`src/rtl/bfa_bitmap_mem.sv`:
```
// bfa_bitmap_mem: used/free bitmap storage, one write and one read port
// registered read data; no dependencies
`default_nettype none

module bfa_bitmap_mem #(
  parameter int unsigned DEPTH  = 128,
  parameter int unsigned ADDR_W = 7
) (
  input  wire logic              clk_i,
  input  wire logic              we_i,
  input  wire logic [ADDR_W-1:0] waddr_i,
  input  wire logic [31:0]       wdata_i,
  input  wire logic              re_i,
  input  wire logic [ADDR_W-1:0] raddr_i,
  output logic      [31:0]       rdata_o
);

  logic [31:0] mem_q [DEPTH];
  logic [31:0] rdata_q;

  // write port
  always_ff @(posedge clk_i) begin
    if (we_i) begin
      mem_q[waddr_i] <= wdata_i;
    end
  end

  // read port, data registered and valid in the cycle after the address
  always_ff @(posedge clk_i) begin
    if (re_i) begin
      rdata_q <= mem_q[raddr_i];
    end
  end

  assign rdata_o = rdata_q;

endmodule

`default_nettype wire

```
`config.mk`:
```
export PLATFORM = sky130hd
export DESIGN_NAME = bfa_bitmap_mem
export DESIGN_NICKNAME = d
export VERILOG_FILES = /design/src/rtl/bfa_bitmap_mem.sv
export SDC_FILE = /design/constraint.sdc
export NUM_CORES = 2
export LEC_CHECK = 0
export BUFFER_PORTS_ARGS = -buffer_cell sky130_fd_sc_hd__buf_2
export CAP_MARGIN = 10
export CORE_ASPECT_RATIO = 1.5
export CORE_MARGIN = 2
export CORE_UTILIZATION = 35
export CTS_CLUSTER_SIZE = 12
export DETAILED_ROUTE_END_ITERATION = 8
export PLACE_DENSITY = 0.47
export SYNTH_ARGS = -nofsm -noshare
export SYNTH_HDL_FRONTEND = slang
export SYNTH_SLANG_ARGS = --single-unit
```
`constraint.sdc`:
```
create_clock -name clk_i -period 4.1 [get_ports clk_i]
set_input_delay 0.41 -clock clk_i [delete_from_list [all_inputs] [get_ports clk_i]]
set_output_delay 0.41 -clock clk_i [all_outputs]
set_load 0.005 [all_outputs]
```
-- Yosys cells after proc, flatten, opt, wreduce, memory -nomap -nowiden
Memory sizes are Yosys's and may differ from the RTL's. A register that Yosys moved wholly into a read port is not among the register bits.
Index checks and enable logic that the tools add are counted.
- bits in writable memories: 4096
- memories kept: 1
- register bits: 0
- logic and storage cells: 3
- mux-type cells: 2
- memories (memory ; words ; bits a word ; rd ports ; clocked after Yosys merged registers in ; write ports ; line ; text):
    mem_q ; 128 ; 32 ; 1 ; 1 ; 1 ; 18 ; logic [31:0] mem_q [DEPTH];
- operators by type and width (kind ; count):
    $mux 1 ; 2

-- Depth between registers and ports, before layout
- depth after elaboration: 2
- gate-level depth with buffers: 8
- depth with buffers taken out: 4

-- Worst setup path after synthesis
OpenSTA, ideal clock, no wires.
- kind: input -> register
- start point: in we_i
- end point: mem mem_q[98][0] (enable)
- path slack: 451 ps
- stages: 3
- setup time: 461 ps
- arrival time: 3188 ps
- buffers on the path: 1
- cell sequence: clkbuf_1 -> nand4_1 -> nor3_1
- cells in the longest elaborated chain, start to end: 2
- ends and longest elaborated chain (element ; line ; text):
    from (decl) ; 10 ; input wire logic we_i,
    $mux 1 ; 23 ; if (we_i) begin
    $mux 1 (implied by the code) ; 24 ; mem_q[waddr_i] <= wdata_i;
    to (decl) ; 18 ;
Every way passes these cells.

==> flow_summary.json <==
{
  "dp_hpwl_um": 287000,
  "slew_violations": 0,
  "synth_area_leader_cell": "edfxtp_1",
  "path_delay_family": "multiplexers",
  "switching_power_mw": 18.7,
  "drtIter0Drc": 7913,
  "fin_crit_ns": 2.94,
  "root_buffer": "clkbuf_16",
  "ios": 81,
  "insertion_delay_ns": 0.97,
  "dr.pass1.iters": 5,
  "viasPerCell": 5.55,
  "cp.required_ns": 4.79,
  "post-route-period-util": 0.716,
  "final_cell_mix": "edfxtp_1, mux4_2, clkbuf_16, buf_4, buf_12",
  "ys_seq_area_frac": 0.792,
  "antenna_found_initial": 83,
  "final_hold_viol_count": 0,
  "cap_violations": 0,
  "max_stage_delay_ns": 0.62,
  "yosysWarnings": 0,
  "clockBufferDepth": 4,
  "slew_headroom": 0.189,
  "ys_types": 16,
  "final-setup-viol-count": 0,
  "rsz0062_at_grt": "no",
  "route.antenna.remaining_nets": 0,
  "start_util": 0.352,
  "coreArea_um2": 445000,
  "place_ws_ns": 0.155,
  "numCtsBuffers": 404,
  "cp-end-kind": "register",
  "row_count": 300,
  "cp_slowest_cell": "mux4_2",
  "cellPowerDensity_nw_per_um2": 472,
  "wl_um": 493000,
  "ir_worst_vdd_v": 0.000343,
  "syn_nets": 6039,
  "final_cells": 12800,
  "grt_pass1_vias": 74500,
  "ctsResizeCount": 0,
  "cp_cell_sequence": "buf_12 -> buf_12 -> buf_4 -> buf_4 -> mux4_2 -> mux4_2 -> mux4_2 -> mux2_2",
  "fp.dieW_um": 550,
  "drive_gt1_frac": 0.361,
  "crit_arrival_ns": 3.63,
  "die_h_um": 823,
  "path_max_fanout": 19,
  "worst_slack_ns": 1.16,
  "yosys-top-cells-area": "edfxtp_1, mux4_2, clkbuf_1",
  "place_inst": 12000,
  "io_buffers": 80,
  "clkPwrFrac": 0.392,
  "grt_pass1_wl_um": 664000,
  "grt_use_total": 0.218,
  "vias": 71000,
  "combPwrFrac": 0.059,
  "drc_errors": 0,
  "synthToLayoutAreaGrowth_pct": 15.3,
  "status": "completed",
  "p_int_mw": 66.5,
  "overflow": 0,
  "avgRoutedWirePerCell_um": 38.6,
  "leakage_nw": 54.3,
  "swShare": 0.220,
  "synth-seq-cells": 4128,
  "cpMostUsedCell": "mux4_2",
  "min_path_type": "input pin to register",
  "worstSetupPathType": "input pin to register",
  "cts_tree": "yes",
  "timing.hold.ws_ns": 0.0138,
  "grt_start_max_net_pins": 118,
  "final_common_cell": "edfxtp_1",
  "yosys.area.top_type_share": 0.792,
  "worstMarginPinSlew_ns": 1.22,
  "utilization": 0.405,
  "die_area_um2": 453000,
  "clkTransAtPathRegs_ns": 0.06,
  "final_nets": 6620,
  "path_buf_inv": 4,
  "clkSinkCount": 4128,
  "htreeDepth": 5,
  "seq_area_um2": 124000,
  "worst_setup_path_start_kind": "input pin",
  "nFillCells": 38700,
  "globalplace.congestion": 0.818,
  "fmax_ghz": 0.340,
  "skew_ns": 0.0630,
  "syn_inst": 5990,
  "synth_area_um2": 157000,
  "syn_area_per_cell_um2": 26.1,
  "seq_power_share": 0.549,
  "final.setup.tns_ns": 0,
  "multi_input_area_um2": 32300
}
-- final timing paths --
kind / from / endpoint / slack (ns) / depth (start not counted)
setup reg to reg: mem_q[41][20] / rdata_o[20] / 1.23 / 4
hold / removal: wdata_i[8] / mem_q[35][8] / 0.01 / 1
setup / recovery: raddr_i[0] / rdata_o[2] / 1.16 / 8
hold reg to reg: mem_q[86][25] / rdata_o[25] / 1.21 / 4
-- sequential cells by signal (all words and copies together) (netlist names) --
name,count
mem_q,4096
rdata_o,32
-- power by group through the flow --
stage | sequential, mW | combinational, mW | clock [mW]
final | 46.8 | 4.99 | 33.5
after global routing | 46.8 | 5.18 | 35.6
after CTS | 46.8 | 5.13 | 34.2
after detailed placement | 47.7 | 5.11 | 0
after global placement | 47.7 | 5.05 | 0
after floorplan | 47.6 | 2.25 | 0
-- worst register-to-register path, stage by stage (launching register included) --
cell and delay, ns:
edfxtp_1 0.37, mux4_2 0.47, mux4_2 0.77, mux4_2 0.68, mux2_2 0.32
-- cell families after synthesis --
family | Yosys count | synth area share
buffers and inverters | 316 | 0.00837
DFF | 4128 | 0.792
muxes | 1376 | 0.196
and+or+nand+nor | 170 | 0.00445
-- synthesized netlist by cell type --
library cell	number
edfxtp_1	4128
mux4_2	1344
clkbuf_1	182
nor2_1	122
buf_2	79
buf_1	50
mux2_2	32
nand2_1	14
nand3_1	12
nor3_1	9
nor2b_1	7
buf_4	3
nand4_1	3
buf_6	2
nand2b_1	2
or3_1	1
-- through the flow --
stage          total power, mW  area (um2)
5_1_grt                   87.5      180000
3_5_place_dp              52.8      169000
3_3_place_gp              52.7      169000
4_1_cts                   86.1      180000
6_report                  85.2      181000
2_1_floorplan             49.8      157000
-- area by class of cell --
| cell class | instances | share of cell area |
|---|---|---|
| multi-input cells | 1546 | 0.179 |
| clock inverters | 83 | 0.00305 |
| flip-flops and latches | 4128 | 0.687 |
| diodes | 173 | 0.00240 |
| clock buffers | 482 | 0.0582 |
| well taps | 5889 | 0.0408 |
| repair buffers | 491 | 0.0299 |
-- per-layer routing --
| metal | global-route usage | vias up | part of all wire |
|---|---|---|---|
| met2 | 0.392 | 2394 | 0.54 |
| met1 | 0.264 | 40500 | 0.37 |
| met4 | 0.0794 | 14 | 0.036 |
| met3 | 0.0308 | 516 | 0.054 |
| met5 | 0 | - | 0.00021 |
| li1 | - | 27600 | - |
-- timing repair --
item	4_1_cts	5_1_grt
hold endpoints to repair	356	0
endpoints found under the setup margin	0	0
setup buffers	0	0
hold buffers	15	0
Note: power is estimated with default switching activity, not from simulation.
