<file path="src/rtl/bfa_pkg.sv">
// bfa_pkg: shared types, codes and helpers of the bitmap frame allocator
// no dependencies; used by bfa_scan_unit and bitmap_frame_allocator
`default_nettype none

package bfa_pkg;

  // bitmap word geometry
  localparam int unsigned WORD_BITS = 32;
  localparam int unsigned BIT_W     = 5;
  localparam logic [WORD_BITS-1:0] ALL_USED = 32'hFFFF_FFFF;

  // frame count register
  localparam int unsigned TOTAL_W = 13;
  localparam logic [TOTAL_W-1:0] TOTAL_RESET = 13'd4096;

  // command codes (tuser of the input beat)
  localparam logic [1:0] CMD_ALLOC   = 2'd0;
  localparam logic [1:0] CMD_FREE    = 2'd1;
  localparam logic [1:0] CMD_RESERVE = 2'd2;

  // status codes (tuser of the result beat)
  localparam logic [1:0] STAT_DONE  = 2'd0;
  localparam logic [1:0] STAT_OOM   = 2'd1;
  localparam logic [1:0] STAT_RANGE = 2'd2;

  // verdict of the scan unit on one bitmap word
  typedef struct packed {
    logic             hit;      // free frame below the limit found in this word
    logic             stop;     // scan ends here without a free frame
    logic [BIT_W-1:0] bit_idx;  // lowest clear bit of the word
  } scan_res_t;

  // lowest clear bit of a word, msb set when there is one
  function automatic logic [BIT_W:0] lowest_zero(input logic [WORD_BITS-1:0] word);
    logic [BIT_W:0] res;
    res = '0;
    for (int i = WORD_BITS - 1; i >= 0; i--) begin
      if (!word[i]) begin
        res = {1'b1, BIT_W'(i)};
      end
    end
    return res;
  endfunction

endpackage

`default_nettype wire

</file>
<file path="src/rtl/bfa_scan_unit.sv">
// bfa_scan_unit: checks one bitmap word against the scan limit
// depends on bfa_pkg
`default_nettype none

module bfa_scan_unit #(
  parameter int unsigned DEPTH  = 128,
  parameter int unsigned ADDR_W = 7,
  parameter int unsigned LIM_W  = 13
) (
  input  wire logic [31:0]       word_i,
  input  wire logic [ADDR_W-1:0] word_idx_i,
  input  wire logic [LIM_W-1:0]  limit_i,
  output bfa_pkg::scan_res_t     res_o
);

  localparam int unsigned CMP_W = (ADDR_W + 6 > LIM_W) ? ADDR_W + 6 : LIM_W;

  logic [bfa_pkg::BIT_W:0] zero;
  logic [CMP_W-1:0]        frame;
  logic [CMP_W-1:0]        next_base;
  logic [CMP_W-1:0]        lim;
  logic                    last_word;
  logic                    hit;

  // lowest free frame of the word and the bounds around it
  assign zero      = bfa_pkg::lowest_zero(word_i);
  assign frame     = CMP_W'({word_idx_i, zero[bfa_pkg::BIT_W-1:0]});
  assign next_base = CMP_W'({word_idx_i, {bfa_pkg::BIT_W{1'b0}}}) + CMP_W'(bfa_pkg::WORD_BITS);
  assign lim       = CMP_W'(limit_i);
  assign last_word = (word_idx_i == ADDR_W'(DEPTH - 1));

  // a clear bit at or past the limit ends the scan like a full last word
  assign hit = zero[bfa_pkg::BIT_W] && (frame < lim);

  assign res_o.hit     = hit;
  assign res_o.stop    = !hit && (zero[bfa_pkg::BIT_W] || last_word || (next_base >= lim));
  assign res_o.bit_idx = zero[bfa_pkg::BIT_W-1:0];

endmodule

`default_nettype wire

</file>
<file path="config.mk">
export PLATFORM = sky130hd
export DESIGN_NAME = bfa_scan_unit
export DESIGN_NICKNAME = d
export VERILOG_FILES = /design/src/rtl/bfa_pkg.sv /design/src/rtl/bfa_scan_unit.sv
export SDC_FILE = /design/constraint.sdc
export NUM_CORES = 1
export LEC_CHECK = 0
export ABC_CLOCK_PERIOD_IN_PS = 4900
export BUFFER_PORTS_ARGS = -buffer_cell sky130_fd_sc_hd__buf_2
export CORE_MARGIN = 5
export CORE_UTILIZATION = 30
export DETAILED_ROUTE_END_ITERATION = 12
export PLACE_DENSITY = 0.56
export SYNTH_ARGS = -nofsm -noshare
export SYNTH_HDL_FRONTEND = slang
export SYNTH_SLANG_ARGS = --single-unit
</file>
<file path="constraint.sdc">
create_clock -name vclk -period 4.9
set_input_delay 0.49 -clock vclk [all_inputs]
set_output_delay 0.49 -clock vclk [all_outputs]
set_load 0.01 [all_outputs]
</file>
==> After elaboration in Yosys (flattened, before gate mapping) <==
Cells that the tools add are included.
{ "word_totals": {"reg_bits": 0, "in_bits": 52, "wordCells": 41, "out_inout_bits": 7} }
{ "classes": {"magnitude_cmp": 2, "reduce_logical": 5, "n_eq_ne": 1, "addsub": 1, "n_mux": 32} }
{ "op_table": {"columns": ["operator", "count"], "rows": [
  ["$mux W6", 32],
  ["$add A12 B6 Y13 const B", 1],
  ["$ge A13 B13 Y1", 1],
  ["$lt A12 B13 Y1", 1],
  ["$eq A7 B7 Y1 const B", 1],
  ["$logic_and A1 B1 Y1", 2],
  ["$logic_or A1 B1 Y1", 2],
  ["$logic_not A1 Y1", 1]
]} }

==> Logic depth before layout (Yosys ltp) <==
Gate-level depths: netlist of the first run.
{ "logic_depth": {"word_depth": 36, "ltp_mapped": 13, "mapped_depth_nobuf": 13} }

==> Worst setup path before layout of the first run <==
No wires, ideal clock.
{ "synth_timing": {"path_type": "in2out", "start": "input word_i[23]", "end": "output res_o[6] in the netlist's numbering", "path_slack_ns": 2.132, "cell_stages": 11, "arrival_ns": 2.278, "cell_sequence": "nand4_1 > nor2_1 > o21ai_0 > a211oi_1 > ha_1 > nand4_1 > nor2_1 > o21ai_0 > nand3_1 > a31oi_1 > buf_4"} }
{ "synth_rtl": {"columns": ["item", "line_no", "source"], "rows": [
  ["start: declaration", "bfa_scan_unit.sv:10", "input wire logic [31:0] word_i,"],
  ["end: declaration", "bfa_scan_unit.sv:13", "output bfa_pkg::scan_res_t res_o"]
]} }

==> flow_metrics.env, run 1 <==
export IMPL_hp_class="primary input to primary output"
export IMPL_cp_num_cells=12
export IMPL_synth_fa_ha_area_share_pct=24.57
export IMPL_synth_largest_area_cell="ha_1"
export IMPL_yosysWarnings=0
export IMPL_slew_violations=0
export IMPL_synth_top_cell_area_share_pct=24.57
export IMPL_path_delay_family="simple AND/OR/NAND/NOR gates"
export IMPL_hp_start="word_i[17]"
export IMPL_antenna_found_initial=0
export IMPL_finalPower_uw=90.30
export IMPL_grt_start_max_net_pins=6
export IMPL_cts_resized=0
export IMPL_synth_compound_area_share_pct=22.24
export IMPL_cp_arrival_ns=2.58
export IMPL_place_ws_ns=1.783
export IMPL_io_pins=59
export IMPL_placed_area_um2=1364
export IMPL_synth_mux_area_share_pct=0
export IMPL_critPathMaxFanout=4
export IMPL_globalplace_congestion=0.8277
export IMPL_seq_area_um2=0
export IMPL_grt_usage_pct=12.66
export IMPL_netlist_instances=153
export IMPL_via_count=1285
export IMPL_power_density_nw_per_um2=66.21
export IMPL_postCtsSetupBuffers=0
export IMPL_clkbuf_count=0
export IMPL_drive_gt1_share_pct=31.75
export IMPL_drt_wl_total_mm=2.921
export IMPL_rows=21
export IMPL_antenna_cells=0
export IMPL_path_class="primary input to primary output"
export IMPL_syn_area_um2=1018
export IMPL_critPathCaptureType="primary output"
export IMPL_place_port_buffers=59
export IMPL_path_cells="buf_2 > nand4_1 > nor4_4 > nor2b_1 > ha_1 > a21oi_1 > o21ai_0 > o21ai_0 > nand3_1 > a31oi_1 > nor2_1 > buf_2"
export IMPL_synthTopCellsByArea="ha_1 25%, nand3_1 8.4%, inv_1 7.7%"
export IMPL_worstMarginPinSlew_ns=0.3702
export IMPL_design_area_um2=1364
export IMPL_synth_top_family_by_area="simple AND/OR/NAND/NOR gates"
export IMPL_drc_errors=0
export IMPL_area_growth_pct=33.91
export IMPL_routed_via_density=5.000
export IMPL_hpwl_mm=2.723
export IMPL_cp_start_kind="primary input"
export IMPL_grt_pass1_wl_mm=4.850
export IMPL_ys_types=33
export IMPL_min_period_ns=3.075
export IMPL_cp_slowest_stage_delay_ns=0.34
export IMPL_crit_required_ns=4.41
export IMPL_syn_avg_cell_area_um2=6.657
export IMPL_wl_per_cell_um=11.37
export IMPL_die_h_um=68.27
export IMPL_grt_overflow=0
export IMPL_whs_ns=1.434
export IMPL_p_leak_nw=0.7193
export IMPL_cpMaxStageDelayCell="nor4_4"
export IMPL_synth_simple_area_share_pct=40.05
export IMPL_drtIter0Drc=23
export IMPL_setup_slack_ns=1.825
export IMPL_setup_viol=0
export IMPL_fin_crit_sh_pct=62.75
export IMPL_hold_violations=0
export IMPL_drtPass1Iterations=4
export IMPL_start_util_pct=30.76
export IMPL_core_um2=3311
export IMPL_rsz0062_at_grt="false"
export IMPL_die_area_um2=4660
export IMPL_grt_pass1_vias=1220
export IMPL_seq_cells=0
export IMPL_synth_xor_area_share_pct=4.300
export IMPL_maxCapViolCount=0
export IMPL_peakVddDrop_mv=0.02219
export IMPL_max_freq_ghz=0.3252
export IMPL_whs_path_depth=4
export IMPL_fin_nets=285
export IMPL_die_w_um=68.27
export IMPL_ant_nets=0
export IMPL_ys_seq_area_share_pct=0
export IMPL_cts_hold_buf=0
export IMPL_final_common_cell="buf_2"
export IMPL_timing_setup_tns_ns=0
export IMPL_worstSetupStartpoint="word_i[6]"
export IMPL_slew_headroom_pct=75.32
export IMPL_status="finished clean"
export IMPL_final_cell_mix="59 x buf_2, 21 x inv_1, 20 x ha_1"
export IMPL_synth_nets=225
export IMPL_cp_num_buf_inv=2
power breakdown:
part	switching, mW	internal, mW	leakage, nW	total, mW
logic	0.0491	0.0412	0.719	0.0903
registers	0	0	0	0
clock network	0	0	0	0
worst min-delay path: cells and delay by family:
| kind | cells | cell delay, ns |
|---|---|---|
| and+or+nand+nor | 1 | 0.06 |
| AOI/OAI and AO/OA | 1 | 0.11 |
| buffers and inverters | 2 | 0.29 |
kinds of logic (layout without fill, tap and decap cells):
logic type	Yosys count	in the layout
buffers and inverters	23	81
and+or+nand+nor	66	66
xor gates and xnor gates	5	5
AOI/OAI and AO/OA	39	39
adders and majority gates	20	20
synthesized netlist by cell type, drive strengths merged (3+ instances only):
library cell  number
nor3               4
o21ai             13
a21oi             13
nand2             11
inv               22
nor2               8
nand3             17
nand4             13
a31oi              3
ha                20
nor4               5
xnor2              3
path summary, 6_finish.rpt:
path                  endpoint  slack [ns]
worst max-delay path  res_o[5]        1.83
worst min-delay path  res_o[1]        1.43
through the flow:
step           util [%]  cells
2_1_floorplan         -    153
3_3_place_gp      41.19    257
3_5_place_dp      41.19    257
4_1_cts           41.19    257
5_1_grt           41.19    257
6_report          41.19    257
layer usage:
| layer | GRT usage (%) | vias to the layer above | share of wire [%] |
|---|---|---|---|
| met3 | 1.314 | 0 | 8.1 |
| li1 | - | 690 | - |
| met4 | 0 | 0 | 0 |
| met5 | 0 | - | 0 |
| met2 | 23.71 | 47 | 46 |
| met1 | 16.38 | 548 | 45 |
area by class of cell:
class,count,area [um2]
Timing Repair Buffer,59,295.3
Inverter,22,82.58
Multi-Input combinational cell,130,928.4
Tap cell,46,57.56
Fill cell,368,1947
Note: power is estimated with default switching activity, not from simulation.
==> run 2, diff against run 1 <==
Settings changed: ABC_AREA set to 1, ABC_CLOCK_PERIOD_IN_PS 4900 to 3200, PLACE_DENSITY 0.56 to 0.58.
Clock period 4.9 ns to 3.2 ns, I/O delays scaled along.
==> run 2 against run 1 <==
  * Final area fell by 8.5%
  * Global-route usage shrank 2.1 points
  * Synthesized cell count increased by 7.2%
  * Utilization increased by 0.35 points
  * Sequential cell count stayed put
  * Critical endpoint unchanged
  * Combinational power rose by 44%
  * Hold slack worse by 0.46 ns
  * Setup slack got worse by 1.3 ns
  * Via count down 8.0%
  * Non-clock buffer count unchanged
==> flow_metrics.env, run 2 <==
export IMPL_start_util_pct=30.58
export IMPL_fin_nets=296
export IMPL_synth_largest_area_cell="ha_1"
export IMPL_path_class="primary input to primary output"
export IMPL_max_freq_ghz=0.3697
export IMPL_cpMaxStageDelayCell="buf_2"
export IMPL_power_density_nw_per_um2=104.5
export IMPL_hp_class="primary input to primary output"
export IMPL_grt_pass1_wl_mm=3.919
export IMPL_cp_start_kind="primary input"
export IMPL_io_pins=59
export IMPL_antenna_found_initial=0
export IMPL_status="finished clean"
export IMPL_cts_resized=0
export IMPL_setup_viol=0
export IMPL_place_port_buffers=59
export IMPL_drt_wl_total_mm=2.340
export IMPL_die_area_um2=4268
export IMPL_peakVddDrop_mv=0.03637
export IMPL_ant_nets=0
export IMPL_ys_top_cells_by_count="57 x nand2_1, 22 x inv_1, 20 x ha_1"
export IMPL_drive_gt1_share_pct=27.03
export IMPL_worstMarginPinSlew_ns=0.3367
export IMPL_via_count=1182
export IMPL_netlist_instances=164
export IMPL_drtIter0Drc=27
export IMPL_yosysMostFrequentCell="nand2_1"
export IMPL_drc_errors=0
export IMPL_maxCapViolCount=0
export IMPL_hold_violations=0
export IMPL_cp_arrival_ns=2.38
export IMPL_die_h_um=65.33
export IMPL_rows=20
export IMPL_synthTopCellsByArea="ha_1 27%, nand2_1 23%, inv_1 9.0%"
export IMPL_grt_usage_pct=10.60
export IMPL_globalplace_congestion=0.7185
export IMPL_cts_hold_buf=0
export IMPL_cp_slowest_stage_delay_ns=0.14
export IMPL_fin_util_pct=41.54
export IMPL_final_fill_count=366
export IMPL_rsz0062_at_grt="false"
export IMPL_synth_top_cell_area_share_pct=27.25
export IMPL_critPathMostFrequentCell="nand2_1"
export IMPL_ys_seq_area_share_pct=0
export IMPL_crit_required_ns=2.88
export IMPL_seq_cells=0
export IMPL_min_period_ns=2.705
export IMPL_area_growth_pct=35.83
export IMPL_critPathMaxFanout=3
export IMPL_routed_via_density=4.635
export IMPL_synth_nets=236
export IMPL_clkbuf_count=0
export IMPL_slew_headroom_pct=77.23
export IMPL_grt_pass1_vias=1093
export IMPL_final_common_cell="buf_2"
export IMPL_wl_per_cell_um=9.176
export IMPL_final_cells=255
export IMPL_syn_avg_cell_area_um2=5.600
export IMPL_p_leak_nw=0.7520
export IMPL_slew_violations=0
export IMPL_hpwl_mm=2.210
export IMPL_timing_setup_tns_ns=0
export IMPL_seq_area_um2=0
export IMPL_syn_area_um2=918.4
export IMPL_multiInputGateArea_um2=828.3
export IMPL_yosysWarnings=0
export IMPL_postCtsSetupBuffers=0
export IMPL_antenna_cells=0
export IMPL_critPathCaptureType="primary output"
export IMPL_final_cell_mix="59 x buf_2, 57 x nand2_1, 22 x inv_1"
export IMPL_grt_overflow=0
export IMPL_drtPass1Iterations=4
export IMPL_grt_start_max_net_pins=6
export IMPL_die_w_um=65.33
export IMPL_dp_cells=255
export IMPL_fin_crit_sh_pct=84.53
export IMPL_ys_types=22
export IMPL_core_um2=3003
[run 2: cell count changes after synthesis, moves of 3 or more]
cell / change
o21ai_0: -10
nand3_1: -8
nor2_1: +8
nand4_2: -3
nand4_1: -3
nor3_1: -3
xor2_1: +3
nand2_1: +46
xnor2_1: -3
[run 2: cells by family after synthesis]
logic type               synth area share (%)
adder cells (fa/ha/maj)                 27.25
AO/OA/AOI/OAI                           16.35
XOR/XNOR                                4.768
AND/OR/NAND/NOR                         41.83
buffers and inverters                   9.810
[run 2: report_power, final]
part	switching (mW)	total, mW	internal, mW
Combinational	0.0680	0.130	0.0624
Sequential	0	0	0
Clock	0	0	0
[run 2: critical path, delay by kind of cell]
kind	cells	cell delay, ns
AO/OA/AOI/OAI	1	0.13
buffers and inverters	3	0.29
AND/OR/NAND/NOR	35	1.66
[run 2: worst paths after layout]
| check | start | endpoint | slack [ns] | depth (start not counted) |
|---|---|---|---|---|
| max | word_i[31] | res_o[5] | 0.50 | 39 |
| min | word_i[0] | res_o[0] | 0.98 | 4 |
[run 2: final cells by class]
class / instances / area share [%]
multi-input cells: 141 / 66.40
repair buffers: 59 / 23.67
well taps: 33 / 3.310
inverters: 22 / 6.620
[run 2: layer usage]
metal	share of wire (%)	global-route usage, %	up-vias
li1	-	-	668
met1	45	13.32	474
met2	44	19.60	40
met3	10	2.222	0
met4	0	0	0
met5	0	0	-
[run 2: stage by stage]
| step | area (um2) | hold slack, ns | power (mW) | worst slack, ns |
|---|---|---|---|---|
| 2_1_floorplan | 918.4 | 0.7398 | 0.07468 | 0.8170 |
| 3_3_place_gp | 1247 | 0.9862 | 0.1323 | 0.4501 |
| 3_5_place_dp | 1247 | 0.9842 | 0.1325 | 0.4564 |
| 4_1_cts | 1247 | 0.9854 | 0.1330 | 0.4508 |
| 5_1_grt | 1247 | 1.009 | 0.1533 | 0.09336 |
| 6_report | 1247 | 0.9766 | 0.1304 | 0.4951 |
==> run 3, diff against run 2 <==
Settings changed: ABC_CLOCK_PERIOD_IN_PS 3200 to 2300, PLACE_DENSITY 0.58 to 0.6.
Clock period 3.2 ns to 2.3 ns, I/O delays scaled along.
==> run 3 against run 2 <==
  * The run now ends with setup timing left
  * Critical path depth unchanged
  * Setup slack got worse by 0.70 ns
  * Non-clock buffer count up 11
  * Final area up 8.9%
  * Combinational power grew 53%
  * Largest cell class unchanged
==> flow_metrics.env, run 3 (synthesized netlist as in run 2, its figures left out) <==
export IMPL_cp_slowest_stage_delay_ns=0.14
export IMPL_critPathMaxFanout=3
export IMPL_min_period_ns=2.501
export IMPL_place_port_buffers=59
export IMPL_dp_cells=266
export IMPL_switchingPower_uw=98.83
export IMPL_slew_headroom_pct=70.66
export IMPL_cp_start_kind="primary input"
export IMPL_max_freq_ghz=0.3999
export IMPL_core_um2=3003
export IMPL_hold_violations=0
export IMPL_power_density_nw_per_um2=146.4
export IMPL_status="finished with violations"
export IMPL_via_count=1221
export IMPL_finalPower_uw=199.0
export IMPL_hp_start="word_i[0]"
export IMPL_grt_start_max_net_pins=6
export IMPL_pwr_share_clk_pct=0
export IMPL_peakVddDrop_mv=0.05026
export IMPL_drive_gt1_share_pct=33.05
export IMPL_crit_required_ns=2.07
export IMPL_grt_pass1_wl_mm=4.140
export IMPL_globalplace_congestion=0.6996
export IMPL_cpMaxStageDelayCell="a21oi_2"
export IMPL_intPower_uw=100.2
export IMPL_drtIter0Drc=17
export IMPL_ant_nets=0
export IMPL_wl_per_cell_um=8.966
export IMPL_sw_frac_of_total_pct=49.66
export IMPL_p_leak_nw=0.8101
export IMPL_drt_wl_total_mm=2.385
export IMPL_setup_slack_ns=-0.2008
export IMPL_slew_violations=0
export IMPL_io_pins=59
export IMPL_maxCapViolCount=0
export IMPL_critPathMostFrequentCell="nand2_1"
export IMPL_worstMarginPinSlew_ns=0.4340
export IMPL_drtPass1Iterations=4
export IMPL_die_w_um=65.33
export IMPL_start_util_pct=30.58
export IMPL_postCtsSetupBuffers=0
export IMPL_drc_errors=0
export IMPL_worstSetupStartpoint="word_i[31]"
export IMPL_final_common_cell="buf_2"
export IMPL_grt_overflow=0
export IMPL_multiInputGateArea_um2=844.6
export IMPL_hp_class="primary input to primary output"
export IMPL_rows=20
export IMPL_fin_crit_sh_pct=108.7
export IMPL_path_class="primary input to primary output"
export IMPL_antenna_cells=0
export IMPL_combinationalPowerShare_pct=100.0
export IMPL_grt_pass1_vias=1136
export IMPL_critPathCaptureType="primary output"
export IMPL_die_h_um=65.33
export IMPL_antenna_found_initial=0
export IMPL_area_growth_pct=47.96
export IMPL_clkbuf_count=0
export IMPL_die_area_um2=4268
export IMPL_grt_usage_pct=11.14
export IMPL_cp_arrival_ns=2.27
export IMPL_fin_nets=307
export IMPL_fin_util_pct=45.25
export IMPL_violations="setup timing"
export IMPL_hpwl_mm=2.303
export IMPL_final_cell_mix="57 x buf_2, 54 x nand2_1, 21 x inv_1"
export IMPL_rsz0062_at_grt="true"
export IMPL_seq_power_share_pct=0
export IMPL_routed_via_density=4.590
export IMPL_cts_hold_buf=0
export IMPL_seq_area_um2=0
export IMPL_final_fill_count=358
export IMPL_final_cells=266
export IMPL_seq_cells=0
export IMPL_setup_viol=2
[run 3: changes by cell type in the layout (fill, tap and decap cells not counted), sizes merged]
cell | previous run | this run
buf | 59 | 70
[run 3: cell type report]
cell class | instances | share of cell area [%]
Multi-Input combinational cell | 141 | 62.15
Timing Repair Buffer | 70 | 28.73
Tap cell | 33 | 3.039
Inverter | 22 | 6.077
[run 3: routing by layer]
metal  wire [um]  global-route usage, %
met1        1083                  13.52
met2        1090                  22.25
met3         211                 0.8547
met4           0                      0
met5           0                      0
[run 3: path summary, 6_finish.rpt]
check / slack (ns) / to / cells after the start
worst max-delay path: -0.20 / res_o[5] / 39
worst min-delay path: 0.78 / res_o[0] / 4
[run 3: stage by stage]
step / setup TNS (ns) / cell area [um2] / worst slack (ns) / hold WS (ns)
after floorplan: 0 / 918.4 / 0.09697 / 0.5598
after global placement: -0.4671 / 1330 / -0.2606 / 0.8036
after detailed placement: -0.4786 / 1330 / -0.2585 / 0.8035
after CTS: -0.4611 / 1336 / -0.2348 / 0.8047
after global routing: -1.273 / 1359 / -0.5856 / 0.8206
final: -0.3077 / 1359 / -0.2008 / 0.7808
[run 3: what timing repair did]
action / CTS / global route
pin swaps: 0 / 2
cloned: 0 / 0
gates resized for setup: 2 / 6
setup endpoints to repair: 2 / 3
[run 3: power by group through the flow]
stage	clock network (mW)	registers, mW	logic (mW)
floorplan	0	0	0.104
global placement	0	0	0.196
detailed placement	0	0	0.198
CTS	0	0	0.200
global route	0	0	0.232
finish	0	0	0.199
[run 3: worst max-delay path, delay by kind of cell]
kind | cells | cell delay (ns)
buffers and inverters | 3 | 0.28
AOI/OAI and AO/OA | 1 | 0.14
and+or+nand+nor | 35 | 1.63
